[src/rtl/phdb_pkg.sv]
package phdb_pkg;

  // operation codes of an input item
  localparam logic [2:0] OP_TICK       = 3'd0;
  localparam logic [2:0] OP_SAMPLE     = 3'd1;
  localparam logic [2:0] OP_MAN_ACID   = 3'd2;
  localparam logic [2:0] OP_MAN_BASE   = 3'd3;
  localparam logic [2:0] OP_CLR_ACID   = 3'd4;
  localparam logic [2:0] OP_CLR_BASE   = 3'd5;

  // configuration register indexes
  localparam logic [2:0] REG_ENABLES   = 3'd0;
  localparam logic [2:0] REG_SETPOINT  = 3'd1;
  localparam logic [2:0] REG_DEADBAND  = 3'd2;
  localparam logic [2:0] REG_ACID_DOSE = 3'd3;
  localparam logic [2:0] REG_BASE_DOSE = 3'd4;
  localparam logic [2:0] REG_ACID_GAP  = 3'd5;
  localparam logic [2:0] REG_BASE_GAP  = 3'd6;
  localparam logic [2:0] REG_VOLUMES   = 3'd7;

  // pump codes
  localparam logic [1:0] PUMP_OFF      = 2'd0;
  localparam logic [1:0] PUMP_ACID     = 2'd1;
  localparam logic [1:0] PUMP_BASE     = 2'd2;

  // enable bits
  localparam int EN_AUTO = 0;
  localparam int EN_ACID = 1;
  localparam int EN_BASE = 2;

  // configuration reset values
  localparam logic [13:0] SETPOINT_RST = 14'd7000;
  localparam logic [13:0] DEADBAND_RST = 14'd100;
  localparam logic [15:0] DOSE_MS_RST  = 16'd1000;

  typedef struct packed {
    logic [2:0]  enables;
    logic [13:0] setpoint_mph;
    logic [13:0] deadband_mph;
    logic [15:0] acid_dose_ms;
    logic [15:0] base_dose_ms;
    logic [31:0] acid_gap_ms;
    logic [31:0] base_gap_ms;
    logic [31:0] dose_volumes;
  } cfg_t;

  typedef struct packed {
    logic [31:0] now_ms;
    logic        dosing_active;
    logic        dosing_is_acid;
    logic [31:0] dose_start_ms;
    logic [31:0] last_acid_ms;
    logic [31:0] last_base_ms;
    logic [31:0] acid_sum;
    logic [31:0] base_sum;
    logic        fault_flag;
  } state_t;

  typedef struct packed {
    logic [2:0]  op;
    logic [13:0] ph_mph;
    logic        ph_valid;
  } item_t;

  typedef struct packed {
    logic [1:0]  pump;
    logic        fault;
    logic        accepted;
    logic        dose_started;
    logic        dose_finished;
    logic [31:0] acid_total;
    logic [31:0] base_total;
  } result_t;

endpackage

[src/rtl/ph_deadband_dosing_controller.sv]
// Two-sided pH dosing controller with a deadband.
// Input channel (in_valid/in_ready, fields op, ph_mph, ph_valid) carries ticks,
// pH samples, manual dose commands and total clears. Every input transfer
// produces exactly one result on the output channel (out_valid/out_ready):
// pump state, fault flag, accepted, dose_started, dose_finished and both
// saturating volume totals, all as they stand after the item.
// An item taken in sits in the input register, is worked out in a single
// combinational step and is loaded into the result register, which sets
// out_valid; a stall on the output can keep it waiting in the input register.
// Throughput: one item per cycle while the receiver takes every result, as
// the step between the input and result registers is combinational.
// A stalled receiver holds the result register; the input register then
// keeps its item and in_ready drops once both registers are full.
// cfg_wen writes register cfg_index from cfg_wdata at once; write only while
// no item is in flight.
// Reset (rst, synchronous) clears the clock, totals, dose and fault state,
// empties both registers and loads the register defaults.
module ph_deadband_dosing_controller import phdb_pkg::*; (
  input  logic        clk,
  input  logic        rst,
  input  logic        in_valid,
  output logic        in_ready,
  input  logic [2:0]  op,
  input  logic [13:0] ph_mph,
  input  logic        ph_valid,
  output logic        out_valid,
  input  logic        out_ready,
  output logic [1:0]  pump,
  output logic        fault,
  output logic        accepted,
  output logic        dose_started,
  output logic        dose_finished,
  output logic [31:0] acid_total,
  output logic [31:0] base_total,
  input  logic        cfg_wen,
  input  logic [2:0]  cfg_index,
  input  logic [31:0] cfg_wdata
);

  cfg_t    cfg;
  state_t  state;
  state_t  state_next;
  item_t   item;
  logic    item_valid;
  result_t res_next;
  result_t res;
  logic    advance;

  assign advance  = item_valid && (!out_valid || out_ready);
  assign in_ready = !item_valid || advance;

  always_ff @(posedge clk) begin
    if (rst) begin
      cfg.enables      <= '0;
      cfg.setpoint_mph <= SETPOINT_RST;
      cfg.deadband_mph <= DEADBAND_RST;
      cfg.acid_dose_ms <= DOSE_MS_RST;
      cfg.base_dose_ms <= DOSE_MS_RST;
      cfg.acid_gap_ms  <= '0;
      cfg.base_gap_ms  <= '0;
      cfg.dose_volumes <= '0;
    end else if (cfg_wen) begin
      unique case (cfg_index)
        REG_ENABLES:   cfg.enables      <= cfg_wdata[2:0];
        REG_SETPOINT:  cfg.setpoint_mph <= cfg_wdata[13:0];
        REG_DEADBAND:  cfg.deadband_mph <= cfg_wdata[13:0];
        REG_ACID_DOSE: cfg.acid_dose_ms <= cfg_wdata[15:0];
        REG_BASE_DOSE: cfg.base_dose_ms <= cfg_wdata[15:0];
        REG_ACID_GAP:  cfg.acid_gap_ms  <= cfg_wdata;
        REG_BASE_GAP:  cfg.base_gap_ms  <= cfg_wdata;
        REG_VOLUMES:   cfg.dose_volumes <= cfg_wdata;
        default: begin
        end
      endcase
    end
  end

  // input register
  always_ff @(posedge clk) begin
    if (rst) begin
      item_valid <= 1'b0;
    end else if (in_ready) begin
      item_valid <= in_valid;
    end
  end

  always_ff @(posedge clk) begin
    if (in_valid && in_ready) begin
      item.op       <= op;
      item.ph_mph   <= ph_mph;
      item.ph_valid <= ph_valid;
    end
  end

  phdb_step u_step (
    .cfg  (cfg),
    .cur  (state),
    .item (item),
    .nxt  (state_next),
    .res  (res_next)
  );

  always_ff @(posedge clk) begin
    if (rst) begin
      state <= '0;
    end else if (advance) begin
      state <= state_next;
    end
  end

  // result register: load on advance, drop once transferred
  always_ff @(posedge clk) begin
    if (rst) begin
      out_valid <= 1'b0;
    end else if (advance) begin
      out_valid <= 1'b1;
    end else if (out_ready) begin
      out_valid <= 1'b0;
    end
  end

  always_ff @(posedge clk) begin
    if (advance) begin
      res <= res_next;
    end
  end

  assign pump          = res.pump;
  assign fault         = res.fault;
  assign accepted      = res.accepted;
  assign dose_started  = res.dose_started;
  assign dose_finished = res.dose_finished;
  assign acid_total    = res.acid_total;
  assign base_total    = res.base_total;

  a_start_pumps: assert property (@(posedge clk) disable iff (rst)
    out_valid && dose_started |-> pump != PUMP_OFF)
    else $error("dose started but pump off");

  a_refused_no_start: assert property (@(posedge clk) disable iff (rst)
    out_valid && !accepted |-> !dose_started)
    else $error("refused command started a dose");

  a_advance_fills: assert property (@(posedge clk) disable iff (rst)
    advance |=> out_valid)
    else $error("result lost after advance");

  a_state_holds: assert property (@(posedge clk) disable iff (rst)
    !advance |=> $stable(state))
    else $error("state changed without an item");

endmodule

[src/rtl/phdb_step.sv]
module phdb_step import phdb_pkg::*; (
  input  cfg_t    cfg,
  input  state_t  cur,
  input  item_t   item,
  output state_t  nxt,
  output result_t res
);

  logic [32:0] acid_add;
  logic [32:0] base_add;
  logic [31:0] acid_sat;
  logic [31:0] base_sat;
  logic        acid_gap_ok;
  logic        base_gap_ok;
  logic        acid_rdy;
  logic        base_rdy;
  logic [15:0] dur;
  logic        timed_out;
  logic [14:0] band_hi;
  logic [14:0] ph_plus_db;
  logic        ph_high;
  logic        ph_low;
  logic        active_after;
  logic        do_start;
  logic        start_acid;
  logic        accepted;
  logic        finished;

  assign acid_add = {1'b0, cur.acid_sum} + {17'd0, cfg.dose_volumes[15:0]};
  assign base_add = {1'b0, cur.base_sum} + {17'd0, cfg.dose_volumes[31:16]};
  assign acid_sat = acid_add[32] ? '1 : acid_add[31:0];
  assign base_sat = base_add[32] ? '1 : base_add[31:0];

  // a zero gap always passes; elapsed time is a wrapping difference
  assign acid_gap_ok = (cfg.acid_gap_ms == '0) ||
                       ((cur.now_ms - cur.last_acid_ms) >= cfg.acid_gap_ms);
  assign base_gap_ok = (cfg.base_gap_ms == '0) ||
                       ((cur.now_ms - cur.last_base_ms) >= cfg.base_gap_ms);
  assign acid_rdy = cfg.enables[EN_ACID] && acid_gap_ok;
  assign base_rdy = cfg.enables[EN_BASE] && base_gap_ok;

  assign dur       = cur.dosing_is_acid ? cfg.acid_dose_ms : cfg.base_dose_ms;
  assign timed_out = (cur.now_ms - cur.dose_start_ms) >= {16'd0, dur};

  // lower limit as ph + deadband < setpoint, so it never goes negative
  assign band_hi    = {1'b0, cfg.setpoint_mph} + {1'b0, cfg.deadband_mph};
  assign ph_plus_db = {1'b0, item.ph_mph} + {1'b0, cfg.deadband_mph};
  assign ph_high    = {1'b0, item.ph_mph} > band_hi;
  assign ph_low     = ph_plus_db < {1'b0, cfg.setpoint_mph};

  always_comb begin
    nxt          = cur;
    accepted     = 1'b1;
    finished     = 1'b0;
    do_start     = 1'b0;
    start_acid   = 1'b0;
    active_after = cur.dosing_active;
    unique case (item.op)
      OP_TICK: begin
        nxt.now_ms = cur.now_ms + 32'd1;
      end
      OP_SAMPLE: begin
        nxt.fault_flag = !item.ph_valid;
        if (item.ph_valid) begin
          if (cur.dosing_active && timed_out) begin
            active_after = 1'b0;
            finished     = 1'b1;
          end
          if (cfg.enables[EN_AUTO] && !active_after) begin
            if (ph_high) begin
              do_start   = acid_rdy;
              start_acid = 1'b1;
            end else if (ph_low) begin
              do_start   = base_rdy;
            end
          end
        end
      end
      OP_MAN_ACID: begin
        start_acid = 1'b1;
        do_start   = !cur.dosing_active && acid_rdy;
        accepted   = do_start;
      end
      OP_MAN_BASE: begin
        do_start   = !cur.dosing_active && base_rdy;
        accepted   = do_start;
      end
      OP_CLR_ACID: begin
        nxt.acid_sum = '0;
      end
      OP_CLR_BASE: begin
        nxt.base_sum = '0;
      end
      default: begin
      end
    endcase

    nxt.dosing_active = active_after;
    if (do_start) begin
      nxt.dosing_active  = 1'b1;
      nxt.dosing_is_acid = start_acid;
      nxt.dose_start_ms  = cur.now_ms;
      if (start_acid) begin
        nxt.last_acid_ms = cur.now_ms;
        nxt.acid_sum     = acid_sat;
      end else begin
        nxt.last_base_ms = cur.now_ms;
        nxt.base_sum     = base_sat;
      end
    end

    res.pump          = !nxt.dosing_active ? PUMP_OFF :
                        (nxt.dosing_is_acid ? PUMP_ACID : PUMP_BASE);
    res.fault         = nxt.fault_flag;
    res.accepted      = accepted;
    res.dose_started  = do_start;
    res.dose_finished = finished;
    res.acid_total    = nxt.acid_sum;
    res.base_total    = nxt.base_sum;
  end

endmodule
[config.mk]
export PLATFORM = sky130hd
export DESIGN_NAME = ph_deadband_dosing_controller
export DESIGN_NICKNAME = d
export VERILOG_FILES = /design/src/rtl/phdb_pkg.sv /design/src/rtl/ph_deadband_dosing_controller.sv /design/src/rtl/phdb_step.sv
export SDC_FILE = /design/constraint.sdc
export NUM_CORES = 1
export LEC_CHECK = 0
export BUFFER_PORTS_ARGS = -buffer_cell sky130_fd_sc_hd__buf_2
export CAP_MARGIN = 20
export CORE_ASPECT_RATIO = 0.9
export CORE_UTILIZATION = 45
export CTS_BUF_LIST = sky130_fd_sc_hd__clkbuf_4 sky130_fd_sc_hd__clkbuf_8
export DETAILED_ROUTE_END_ITERATION = 16
export HOLD_SLACK_MARGIN = 0.12
export PLACE_DENSITY_LB_ADDON = 0.05
export SLEW_MARGIN = 15
export SYNTH_ARGS = -nofsm -noshare
export SYNTH_HDL_FRONTEND = slang
export SYNTH_SLANG_ARGS = --single-unit
[constraint.sdc]
create_clock -name clk -period 12.6 [get_ports clk]
set_input_delay 1.26 -clock clk [delete_from_list [all_inputs] [get_ports clk]]
set_output_delay 1.26 -clock clk [all_outputs]
set_load 0.01 [all_outputs]
* Word level (Yosys, flattened, before mapping)
Index checks and enable logic that the tools add are counted.
** Operators by class
- Add/sub/neg operators :: 8
- $lt $le $gt $ge :: 5
- Equal/unequal tests :: 12
- Mux-type cells :: 30
- Bitwise logic cells :: 1
- Reductions and logical operators :: 35
** Operators with widths (count)
- 2-to-1 mux 32 bit :: 8
- 2-to-1 mux 162 bit :: 1
- subtractor 32 bit :: 3
- adder 32 x 16 -> 33 bit :: 2
- >= comparator 32 bit :: 2
- logical NOT 32 bit :: 2
- adder 32 x 1 -> 32 bit (second input constant) :: 1
- >= comparator 32 x 16 -> 1 bit :: 1
- adder 14 x 14 -> 15 bit :: 2
- AND reduction 2 bit :: 11
- == test 3 bit (second input constant) :: 6
- 2-to-1 mux 1 bit :: 16
- 2-to-1 mux 16 bit :: 1
- greater-than comparator 14 x 15 -> 1 bit :: 1
- less-than comparator 15 x 14 -> 1 bit :: 1
- == test 3 x 2 -> 1 bit (second input constant) :: 4
- logical AND 1 bit :: 8
- == test 3 x 1 -> 1 bit (second input constant) :: 2
- logical NOT 3 bit :: 2
- AND reduction 3 bit :: 2
- logical NOT 1 bit :: 5
- logical OR 1 bit :: 4
- one-hot mux 1 bit (2 select lines) :: 2
- one-hot mux 1 bit (3 select lines) :: 1
- 3 further kinds :: 3
** Word-level totals
- Register bits :: 444
- Input port bits :: 58
- Output and inout bits :: 72
- Logic and storage cells :: 120

* Longest topological paths before layout
Gate-level depths: netlist of run 1.
- Word-level depth :: 14
- Mapped depth :: 27
- Gate-level depth less buffers :: 25

* Cells and area by module
A second synthesis of run 1 with hierarchy kept.
** Unflattened totals
- Cell total of the unflattened synthesis :: 3811
- Area total of the unflattened synthesis :: 31607.8 um2
** By module, submodules not included
- ph_deadband_dosing_controller :: instances 1, cells an instance 1628, area an instance 16997.6 um2, seq. area each 9769.4 um2
- phdb_step :: instances 1, cells an instance 2183, area an instance 14610.3 um2, seq. area each 0.0 um2

* Worst setup path after synthesis of run 1
No wires, ideal clock.
- Path kind :: reg-to-reg
- From :: register state[163] in the netlist's numbering
- To :: register state[43] in the netlist's numbering
- Setup time :: 0.090 ns
- Arrival time :: 5.354 ns
- Data required time :: 12.510 ns
- Setup slack :: 7.156 ns
- Cell stages (with the launch flop) :: 27
- Buffers on the path :: 2
- Clock period less this slack :: 5.444 ns
- Path through :: dfxtp_1 inv_1 ha_1 inv_1 fa_1 a211oi_1 o21ai_0 or3b_2 a31oi_1 nand4_1 a31oi_1 a211o_1 a31o_2 nor3_1 or4_1 ha_1 and3_1 nand3_1 a21oi_1 o21ai_1 a211o_1 a21o_1 a21oi_1 buf_2 clkbuf_1 a31oi_1 a211oi_1
** On the way
- Word-level cells in the longest chain between the ends :: 13
- Elaborated cells on any way between the ends :: 28
- Classes of those cells :: 3 x add/sub; 3 x order compare; 13 x mux; 9 x reduce/logical
** Ends and longest elaborated chain
- start, declared :: RTL line ph_deadband_dosing_controller.sv:41 : state_t state;
- start signal, assigned :: RTL line ph_deadband_dosing_controller.sv:107 : state <= state_next;
- subtractor 32 bit :: RTL line phdb_step.sv:43 : assign timed_out = (cur.now_ms - cur.dose_start_ms) >= {16'd0, dur};
- >= comparator 32 x 16 -> 1 bit :: RTL line phdb_step.sv:43
- logical AND 1 bit :: RTL line phdb_step.sv:65 : if (cur.dosing_active && timed_out) begin
- 2-to-1 mux 1 bit :: RTL line phdb_step.sv:65
- 2-to-1 mux 1 bit :: RTL line phdb_step.sv:64 : if (item.ph_valid) begin
- 2-to-1 mux 1 bit :: RTL line phdb_step.sv:58 : unique case (item.op)
- logical NOT 1 bit :: RTL line phdb_step.sv:69 : if (cfg.enables[EN_AUTO] && !active_after) begin
- logical AND 1 bit :: RTL line phdb_step.sv:69
- 2-to-1 mux 1 bit :: RTL line phdb_step.sv:69
- 2-to-1 mux 1 bit :: RTL line phdb_step.sv:64
- one-hot mux 1 bit (2 select lines) :: RTL line phdb_step.sv:58
- 2-to-1 mux 32 bit :: RTL line phdb_step.sv:103 : if (start_acid) begin
- 2-to-1 mux 162 bit (*) :: RTL line phdb_step.sv:99 : if (do_start) begin
Mark *: on every way between the ends. The rest lies on a longest branch, timed or not. The select of a mux whose other input is x is not followed.
A chain may end at the register's enable or synchronous reset.

* Worst setup path in the final report of run 1
- From :: register state[163] in the netlist's numbering
- To :: register state[64] in the netlist's numbering
The elaborated chain is that of the path after synthesis.

==> run metrics, run 1 <==
cts repair resizes=0; CP Class=flip-flop to flip-flop; Core Box Area=about 63000 µm²; PD cells=~100 nW/µm²; status=completed; Most common cell on crit path=nand3_1; syn nets=roughly 3800; routed wire length=roughly 91000 µm; Synth Register Bits=roughly 440; Max-slew headroom=0.269; cell family with most CP delay=compound AO/OA/AOI/OAI gates; initial antenna violation count=3; Final Hold Fails=0; CP Launch Type=flip-flop; Cells after Synth=between 3000 and 4000; layout cells sized above 1=0.100; chip width=roughly 270 µm; Final min period=about 7.5 ns; DRT iter0 DRCs=between 1500 and 2000; CP Max Fanout=38; Die ar.=64300 µm²; Layout fillers=6060; Post-synth top cells=nand2_1 (590), dfxtp_1 (356), a21oi_1 (350), ha_1 (261), inv_1 (228); post-DP HPWL=66300 µm; post-CTS setup buffers=0; maximum clock path buffer count=3; leakage=around 13 nW; Yosys warning count=0; Distinct cells, synth=83; CP bufs+invs=3; CTS Buf Count=80; # IOs=130; Least-Margin Pin Slew=roughly 1.1 ns; post-DR vias/cell=roughly 5.8; DR pass1 iterations=5; Max Fclk=approximately 130 MHz; DP Worst Slack=4.78 ns; setup TNS=0 ns; Residual DRC=0; row count=87; RD Place Congestion=0.909; nets=just under 4000; syn avg cell area=8.15 µm²; top post-synthesis cells by area=dfxtp_1 (25%), ha_1 (11%), edfxtp_1 (9.3%); FFs w/ async S/R, synth=0; worst vdd ir=around 75 µV; Worst-Skew Late Latency=around 0.7 ns; area grow syn2layout=11.0%; Primary FF master, synth=dfxtp_1; wire length per cell=roughly 20 µm; # hold bufs at CTS=0; largest area contributor in the netlist=dfxtp_1; number of global-route vias before repair=around 25000; Largest stage delay, worst path=approximately 0.8 ns; max-slew violations=0; Mapped Area=around 28000 µm²; RSZ-0062 raised after global routing=no; All-Layer GR Usage=0.277; CTS tree=done; CTS H-tree lvls=3; worst setup margin=a little over 5 ns; MaxCap Viol Count=0; root buffer selected by CTS=clkbuf_8; Critical Path RT=between 10 and 15 ns; Seq/Total Area, Yosys=0.343; Hold Path Class=flip-flop to flip-flop; Initial Utilization=0.455; clock skew=between 0.04 and 0.05 ns; critical path data arrival time=8.04 ns; top-count cell post-synth=nand2_1; setup violators final=0; die height=between 200 and 250 µm; via count=26000; area share of the largest cell type after synthesis=0.250; crit path capture type=flip-flop; grt ovf=0; number of synthesized flops with an enable pin=~90; CTS Sinks=444; first-pass GRT wire length=approximately 140000 µm; crit path max-delay cell type=a41oi_1; Final Cycle Share=0.594; I/O Buffers=between 100 and 150; antenna-violating nets left=0; Worst-path clk slew=around 0.06 ns; largest net degree at the start of global routing=around 180
stage by stage:
| step | hold WS [ns] | std cells | utilization | area, µm² | total power [mW] |
|---|---|---|---|---|---|
| after floorplan | 0.433 | 3496 | - | 28500 | 1.65 |
| after global placement | 0.442 | 4357 | 0.478 | 29900 | 1.73 |
| after detailed placement | 0.447 | 4357 | 0.478 | 29900 | 1.74 |
| after CTS | 0.455 | 4494 | 0.505 | 31600 | 3.20 |
| after global routing | 0.473 | 4498 | 0.506 | 31600 | 3.28 |
| final | 0.456 | 4498 | 0.506 | 31600 | 3.17 |
worst paths after layout:
kind                      startpoint                endpoint  slack (ns)  cells past startpoint
min reg2reg    cfg[124]$_SDFFE_PP0P_   cfg[124]$_SDFFE_PP0P_        0.46                      2
max reg2reg  state[163]$_SDFFE_PP0P_  state[64]$_SDFFE_PP0P_        5.12                     25
max          state[163]$_SDFFE_PP0P_  state[64]$_SDFFE_PP0P_        5.12                     25
min            cfg[124]$_SDFFE_PP0P_   cfg[124]$_SDFFE_PP0P_        0.46                      2
state kept, by name, indices dropped and copies added, names as in the netlist, 2 cells and up:
signal and count:
base_total 32, state 195, pump 2, cfg 159
item 18, acid_total 32
layer usage:
| layer | routed length, µm | global-route usage | share of wire |
|---|---|---|---|
| met1 | 42900 | 0.384 | 0.47 |
| met2 | 40200 | 0.436 | 0.44 |
| met3 | 5610 | 0.0555 | 0.062 |
| met4 | 2040 | 0.0792 | 0.023 |
| met5 | 0 | 0 | 0 |
area by class of cell:
type	instances	area (µm²)	area share
Antenna cell	2	5.00	0.000158
Tap cell	845	1060	0.0334
Inverter	229	865	0.0273
Sequential cell	444	9770	0.309
Multi-Input combinational cell	2669	17300	0.546
Clock buffer	119	1500	0.0474
Timing Repair Buffer	172	985	0.0311
Clock inverter	18	173	0.00546
logic make-up after synthesis:
| family | Yosys count | share of synthesized area |
|---|---|---|
| compound gates | 880 | 0.195 |
| flops | 444 | 0.343 |
| buf+inv | 383 | 0.0530 |
| mux | 128 | 0.0450 |
| xor+xnor | 131 | 0.0403 |
| fa+ha+maj | 268 | 0.120 |
| simple gates | 1262 | 0.204 |
cell usage in the layout, fill, tap and decap left out, types with 14 or more instances in the layout:
master,netlist,layout
a211oi_1,50,50
nand2b_1,27,27
and3_1,48,47
clkbuf_8,0,97
and4_1,14,14
o21a_1,27,27
inv_1,228,227
buf_4,7,41
nand2_1,590,589
o21bai_1,19,19
and2_1,26,26
buf_2,15,128
xor2_1,44,44
mux2i_1,126,126
o31ai_1,21,21
nor3_1,68,67
xnor2_1,87,87
edfxtp_1,88,88
nor2_1,200,195
o211ai_1,19,19
o32ai_1,16,16
o21ai_0,134,132
clkbuf_4,0,22
nor4_1,35,35
nor2b_1,30,30
nand4_1,44,44
a31oi_1,49,49
a21oi_1,350,347
a21o_1,58,58
ha_1,261,261
or3_1,17,17
dfxtp_1,356,356
nand3_1,111,109
report_power, final:
part / switching (mW) / internal [mW]
sequential: 0.0176 / 1.47
clock: 0.641 / 0.820
combinational: 0.149 / 0.0689
total: 0.808 / 2.36
worst reg2reg max path, cell delays in order, from the launching register on:
cell and delay [ns]:
dfxtp_1 0.37, inv_1 0.16, ha_1 0.20, inv_1 0.06, fa_1 0.39, a21o_1 0.19, nand3_1 0.12, a31oi_1 0.19
a31oi_1 0.41, o221ai_1 0.25, a21oi_1 0.33, a211oi_1 0.17, o41a_1 0.38, nand3_1 0.10, o211ai_1 0.11, ha_1 0.33
a21oi_1 0.13, a21boi_0 0.11, o41ai_1 0.59, o31a_1 0.33, a211oi_1 0.12, a41oi_1 0.80, a21oi_2 0.14, buf_4 0.31
nand3_1 0.71, mux2_2 0.41
Power figures use the tool's default switching activity.
==> run 2, diff against run 1 <==
- clock period: 12.6 -> 6.8 ns (I/O delays scaled with it)
==> run 2 against run 1 <==
Cell area increased by 1.3%. First-iteration DRC count increased by 20%. Register-to-register slack got worse by 4.8 ns. Clock skew decreased by 0.0099 ns. Highest routed layer unchanged. Global-route usage increased by 0.89 points. Sequential share of layout area decreased by 0.39 points. Critical path type unchanged. Clock-buffer cell count increased by 12.
==> run metrics, run 2 (same netlist as run 1, synthesis figures left out) <==
clock skew=0.0312 ns (-0.00989 ns); Worst-path clk slew=0.06 ns (about the same); initial antenna violation count=1 (-2); ANT cells=0 (-2); layout cells sized above 1=0.113 (+0.0129); DRT iter0 DRCs=2204 (+20%); wire length per cell=20.5 µm (+1.6%); MaxCap Viol Count=0 (unchanged); All-Layer GR Usage=0.286 (+0.00893); CP Max Fanout=13 (-66%); Initial Utilization=0.455 (unchanged); number of global-route vias before repair=25100 (+1.7%); Final Cycle Share=0.947 (+0.353); worst vdd ir=155 µV (+110%); root buffer selected by CTS=clkbuf_8; Core Box Area=62600 µm² (unchanged); Max-slew headroom=0.257 (-0.0117); Max Fclk=155 MHz (+16%); Hold Path Class=input port to flip-flop; antenna-violating nets left=0 (unchanged); Die ar.=64300 µm² (unchanged); setup TNS=0 ns (unchanged); clock share of power=0.459 (-0.002); CTS H-tree lvls=3 (unchanged); largest net degree at the start of global routing=99 (-43%); # IOs=130 (unchanged); PD cells=183 nW/µm² (+83%); Finished Cell Area=32100 µm² (+1.3%); area grow syn2layout=12.5%; combinational power share=0.070 (about the same); overall power=5.87 mW (+85%); routed wire length=93200 µm (+2.8%); Most flops, register=state; setup violators final=0 (unchanged); max-slew violations=0 (unchanged); Reg area=9770 µm² (unchanged); critical path data arrival time=6.95 ns (-1.09 ns); RSZ-0062 raised after global routing=yes; Layout fillers=6037 (-0.38%); I/O Buffers=129 (unchanged); nets=3965 (+1.1%); commonest cells after routing, fill and taps aside=nand2_1 (590), dfxtp_1 (356), a21oi_1 (346); # hold bufs at CTS=0 (unchanged); crit path capture type=flip-flop; Least-Margin Pin Slew=1.11 ns (+0.0176 ns); placed insts=4401 (+1.0%); fin cells=4548 (+1.1%); CP Launch Type=flip-flop; leakage=13.0 nW (+1.9%); area of placed instances=30300 µm² (+1.2%); grt ovf=0 (unchanged); P_sw=1.50 mW (+86%); maximum clock path buffer count=3 (unchanged); CTS Buf Count=80 (unchanged); most common cell after layout, fill and taps aside=nand2_1; CTS tree=done; Reg power frac=0.471 (about the same); post-DP HPWL=68600 µm (+3.5%); Final Hold Fails=0 (unchanged); Final min period=6.44 ns (-1.04 ns); die height=241 µm (unchanged); CTS Sinks=444 (unchanged); first-pass GRT wire length=142000 µm (+2.0%); max FFs per register=195 (unchanged); via count=26400 (+1.6%); Critical Path RT=7.31 ns (-5.85 ns); Hold WS=0.190 ns (-0.266 ns); area of the multi-input gates=17300 µm² (+0.14%); CP Class=flip-flop to flip-flop; Sw Ratio=0.256 (+0.00175); Internal Pwr Total=4.36 mW (+85%); chip width=267 µm (unchanged); Residual DRC=0 (unchanged); status=completed; DR pass1 iterations=5 (unchanged); post-DR vias/cell=5.81 (+0.48%); RD Place Congestion=0.909 (about the same); row count=87 (unchanged); largest registers=state (195), cfg (159); post-CTS setup buffers=0 (unchanged); Worst-Skew Late Latency=0.68 ns (about the same)
[run 2: critical path: stages (launching register included)]
cell	delay, ns
dfxtp_1	0.31
inv_1	0.07
ha_1	0.17
inv_1	0.06
fa_1	0.39
a211oi_1	0.31
o21ai_0	0.21
or3b_2	0.25
a31oi_1	0.12
nand4_1	0.15
a31oi_1	0.13
a211o_1	0.29
a31o_2	0.28
nor4bb_1	0.14
or4_1	0.52
ha_1	0.29
and3_1	0.14
nand3_1	0.08
a21oi_1	0.23
o21ai_1	0.20
a211o_1	0.32
buf_4	0.14
a21oi_1	0.27
o21ai_1	0.13
buf_4	0.23
o31ai_1	0.62
o32ai_1	0.21
[run 2: timing repair]
| action | CTS | global route |
|---|---|---|
| hold endpoints to repair | 0 | 0 |
| resized for setup | 0 | 7 |
| setup endpoints to repair | 0 | 43 |
[run 2: power groups by stage]
stage	Clock [mW]	Sequential, mW	Combinational, mW
4_1_cts	2.75	2.77	0.405
5_1_grt	2.86	2.77	0.446
2_1_floorplan	0	2.82	0.233
3_5_place_dp	0	2.82	0.403
3_3_place_gp	0	2.82	0.394
6_report	2.69	2.77	0.408
[run 2: area by class of cell]
type                            instances  share of cell area
Clock inverter                         15             0.00246
Tap cell                              845              0.0330
Clock buffer                          131              0.0506
Inverter                              229              0.0270
Sequential cell                       444               0.305
Timing Repair Buffer                  215              0.0420
Multi-Input combinational cell       2669               0.540
[run 2: layer usage]
metal / GRT usage / routed length [µm] / share of wire / up-vias
met4: 0.105 / 3210 / 0.034 / 0
met1: 0.399 / 43600 / 0.47 / 12600
met2: 0.432 / 39700 / 0.43 / 845
li1: - / - / - / 12800
met5: 0 / 0 / 0 / -
met3: 0.0627 / 6720 / 0.072 / 169
[run 2: worst paths after layout]
check	startpoint	cells after the start	slack (ns)	endpoint
worst max-delay path	state[163]$_SDFFE_PP0P_	26	0.36	state[40]$_SDFFE_PP0P_
worst min-delay path	op[0]	1	0.19	item[15]$_DFFE_PP_
worst max register to register	state[163]$_SDFFE_PP0P_	26	0.36	state[40]$_SDFFE_PP0P_
worst min register to register	cfg[100]$_SDFFE_PP0P_	2	0.45	cfg[100]$_SDFFE_PP0P_
[run 2: stage by stage]
stage	worst slack, ns	util
after floorplan	1.36	-
after global placement	-0.0368	0.484
after detailed placement	0.142	0.484
after CTS	0.121	0.511
after global routing	-0.00845	0.512
final	0.358	0.512
==> run 3, diff against run 2 <==
- CTS_BUF_LIST: sky130_fd_sc_hd__clkbuf_4 sky130_fd_sc_hd__clkbuf_8 -> sky130_fd_sc_hd__clkbuf_8
- SYNTH_HIERARCHICAL: default -> 1
==> run 3 against run 2 <==
Combinational power rose by 21%. Hold slack got worse by 0.023 ns. Synthesized cell count rose by 9.0%. Total power fell by 0.39%. Sequential cell count did not move. Register-to-register slack got worse by 0.11 ns. Clock skew rose by 0.015 ns. Critical endpoint is now state[141]$_SDFFE_PP0P_. Largest power group unchanged.
==> run metrics, run 3 <==
status=completed; max-slew violations=0 (unchanged); Primary FF master, synth=dfxtp_1; initial antenna violation count=3 (+2); Mapped Area=31600 µm² (+11%); area share of the largest cell type after synthesis=0.225 (-0.0246); Most common cell on crit path=o21ai_0; Internal Pwr Total=4.27 mW (-2.0%); fin cells=4859 (+6.8%); Cells after Synth=3811 (+9.0%); Hold Path Class=input port to flip-flop; All-Layer GR Usage=0.261 (-0.0252); first-pass GRT wire length=146000 µm (+2.9%); Finished Cell Area=34600 µm² (+7.9%); clock share of power=0.444 (-0.015); crit-path cells=ha_1 > o21ai_0 > a21oi_1 > a211oi_1 > o21ai_0 > o211ai_1 > nand3b_1 > a21o_1 > xor2_1 > ha_1 > nand4_1 > a2111oi_1 > o2111ai_1 > a221o_1 > o21ai_0 > o21ai_4 > clkinv_2 > buf_16 > buf_6 > nand2_1 > o21ai_0 > nand2b_1 > mux2i_1; top post-synthesis cells by area=dfxtp_1 (23%), ha_1 (10%), edfxtp_1 (8.4%); setup violators final=0 (unchanged); Final Hold Fails=0 (unchanged); Least-Margin Pin Slew=1.12 ns (+0.00572 ns); DP Worst Slack=0.0710 ns (-0.0706 ns); CTS Sinks=444 (unchanged); Residual DRC=0 (unchanged); placed insts=4698 (+6.7%); number of global-route vias before repair=26200 (+4.3%); Reg power frac=0.472 (about the same); worst setup margin=0.246 ns (-0.112 ns); post-DR vias/cell=5.59 (-3.8%); syn avg cell area=8.29 µm² (+1.7%); Compound-Gate Fraction of Synth Area=0.158 (-0.0378); Worst-Skew Late Latency=0.70 ns (+0.02 ns); MaxCap Viol Count=0 (unchanged); largest family of logic cells by synthesized area=simple AND/OR/NAND/NOR gates; top-count cell post-synth=nand2_1; crit path capture type=flip-flop; met3 WL=5120 µm (-24%); commonest cells after routing, fill and taps aside=nand2_1 (427), nand2b_1 (413), dfxtp_1 (354); RSZ-0062 raised after global routing=no; setup TNS=0 ns (unchanged); combinational power share=0.084 (+0.014); maximum clock path buffer count=3 (unchanged); Critical Path RT=7.39 ns (+0.08 ns); DRT iter0 DRCs=1880 (-15%); Reg area=9770 µm² (about the same); xor and xnor area share after synthesis=0.0416 (+0.00130); row count=91 (+4.6%); Post-Synth Simple-Gate Area=0.229 (+0.0251); CP Max Fanout=51 (+38); CTS H-tree lvls=3 (unchanged); CP Class=flip-flop to flip-flop; syn nets=4137 (+8.2%); Distinct cells, synth=91 (+9.6%); Sw Ratio=0.269 (+0.0123); overall power=5.85 mW (-0.39%); Largest stage delay, worst path=0.55 ns (-0.07 ns); Layout fillers=6718 (+11%); RD Place Congestion=0.904 (-0.51%); die height=253 µm (+5.3%); layout cells sized above 1=0.0998 (-0.0134); proportion of synthesized area in mux cells=0.0811 (+0.0361); Core Box Area=69000 µm² (+10%); Most flops, register=state; Seq/Total Area, Yosys=0.309 (-0.0337); chip width=281 µm (+5.3%); Final Cycle Share=0.964 (+0.0164); area grow syn2layout=9.43%; CTS Buf Count=83 (+3.8%); Adder-Cell Fraction of Synth Area=0.108 (-0.0118); CP Launch Type=flip-flop; worst vdd ir=166 µV (+6.9%); via count=27200 (+2.7%); Initial Utilization=0.458 (+0.00278); grt ovf=0 (unchanged); PD cells=169 nW/µm² (-7.7%); wire length per cell=19.5 µm (-5.0%); Post-synth top cells=nand2_1 (428), nand2b_1 (413), dfxtp_1 (356), a21oi_1 (291), ha_1 (261); clock skew=0.0466 ns (+0.0154 ns); CTS tree=done; DR pass1 iterations=5 (unchanged); DRT met1 WL=44800 µm (+2.8%); Yosys warning count=6 (+6); post-DP HPWL=69600 µm (+1.5%); nets=4187 (+5.6%); area of placed instances=32800 µm² (+8.3%); Max Fclk=153 MHz (-1.7%); largest registers=state (195), cfg (159); Top Metal Used=met4; most common cell after layout, fill and taps aside=nand2_1; leakage=13.6 nW (+5.1%); met2 wire len=42600 µm (+7.3%); Worst-path clk slew=0.06 ns (about the same); Synth Register Bits=444 (unchanged); max FFs per register=195 (unchanged); I/O Buffers=129 (unchanged); P_sw=1.57 mW (+4.4%); critical path data arrival time=7.14 ns (+0.19 ns); area of the multi-input gates=19600 µm² (+13%); # IOs=130 (unchanged); antenna-violating nets left=0 (unchanged); largest net degree at the start of global routing=214 (+120%); FFs w/ async S/R, synth=0 (unchanged); root buffer selected by CTS=clkbuf_8; routed wire length=94600 µm (+1.5%); Max-slew headroom=0.253 (-0.00381); number of synthesized flops with an enable pin=88 (unchanged); crit path max-delay cell type=dfxtp_1; largest area contributor in the netlist=dfxtp_1; Die ar.=71300 µm² (+11%); Final min period=6.55 ns (+0.112 ns)
run 3: cell types whose count changed in the layout (fill, tap and decap cells not counted), moves of 24 or more:
cell	delta
inv_1	+31
clkbuf_4	-29
mux2i_1	+120
xnor2_1	+24
a21oi_1	-56
nor2_1	-58
nand2_1	-163
nand2b_1	+386
o21ai_0	+26
run 3: cells by family after synthesis:
family,Yosys count
AO/OA/AOI/OAI,802
AND/OR/NAND/NOR,1400
XOR/XNOR,150
buffers and inverters,492
adder cells (fa/ha/maj),268
multiplexers,255
flip-flops,444
run 3: stage by stage:
| step | util | hold WS (ns) |
|---|---|---|
| 2_1_floorplan | - | 0.433 |
| 3_3_place_gp | 0.475 | 0.443 |
| 3_5_place_dp | 0.476 | 0.446 |
| 4_1_cts | 0.500 | 0.130 |
| 5_1_grt | 0.501 | 0.133 |
| 6_report | 0.501 | 0.168 |
run 3: worst paths after layout:
| check | to | startpoint | depth (start not counted) | slack [ns] |
|---|---|---|---|---|
| worst min register to register | cfg[97]$_SDFFE_PP0P_ | cfg[97]$_SDFFE_PP0P_ | 2 | 0.45 |
| worst max register to register | state[141]$_SDFFE_PP0P_ | state[166]$_SDFFE_PP0P_ | 23 | 0.25 |
| worst max-delay path | state[141]$_SDFFE_PP0P_ | state[166]$_SDFFE_PP0P_ | 23 | 0.25 |
| worst min-delay path | item[7]$_DFFE_PP_ | ph_mph[6] | 1 | 0.17 |
run 3: timing repair:
action | in CTS | in global routing
hold buffers | 6 | 0
endpoints found under the hold margin | 6 | 0
gates resized for setup | 0 | 18
setup endpoints to repair | 0 | 131
buffers inserted | 0 | 2
run 3: critical path: cells and delay by family (launching register included):
| family | cells | cell delay [ns] |
|---|---|---|
| DFF | 1 | 0.55 |
| and+or+nand+nor | 4 | 0.48 |
| xor gates and xnor gates | 1 | 0.15 |
| muxes | 1 | 0.18 |
| AOI/OAI and AO/OA | 12 | 3.78 |
| buffers and inverters | 3 | 0.66 |
| adders and majority gates | 2 | 0.64 |
run 3: layout make-up:
type	instances	share of cell area
Multi-Input combinational cell	2875	0.567
Timing Repair Buffer	226	0.0448
Tap cell	930	0.0336
Inverter	231	0.0251
Clock buffer	98	0.0390
Sequential cell	444	0.283
Clock inverter	54	0.00821
Antenna cell	1	0.0000724
run 3: power by group through the flow:
stage / Sequential [mW] / Combinational (mW) / Clock (mW)
finish: 2.76 / 0.493 / 2.60
global route: 2.76 / 0.529 / 2.78
CTS: 2.76 / 0.489 / 2.67
detailed placement: 2.81 / 0.485 / 0
global placement: 2.81 / 0.476 / 0
floorplan: 2.81 / 0.322 / 0
run 3: layer usage:
| layer | GRT usage | up-vias |
|---|---|---|
| met2 | 0.419 | 665 |
| met4 | 0.0720 | 0 |
| met1 | 0.360 | 13000 |
| met3 | 0.0419 | 137 |
| li1 | - | 13300 |
| met5 | 0 | - |
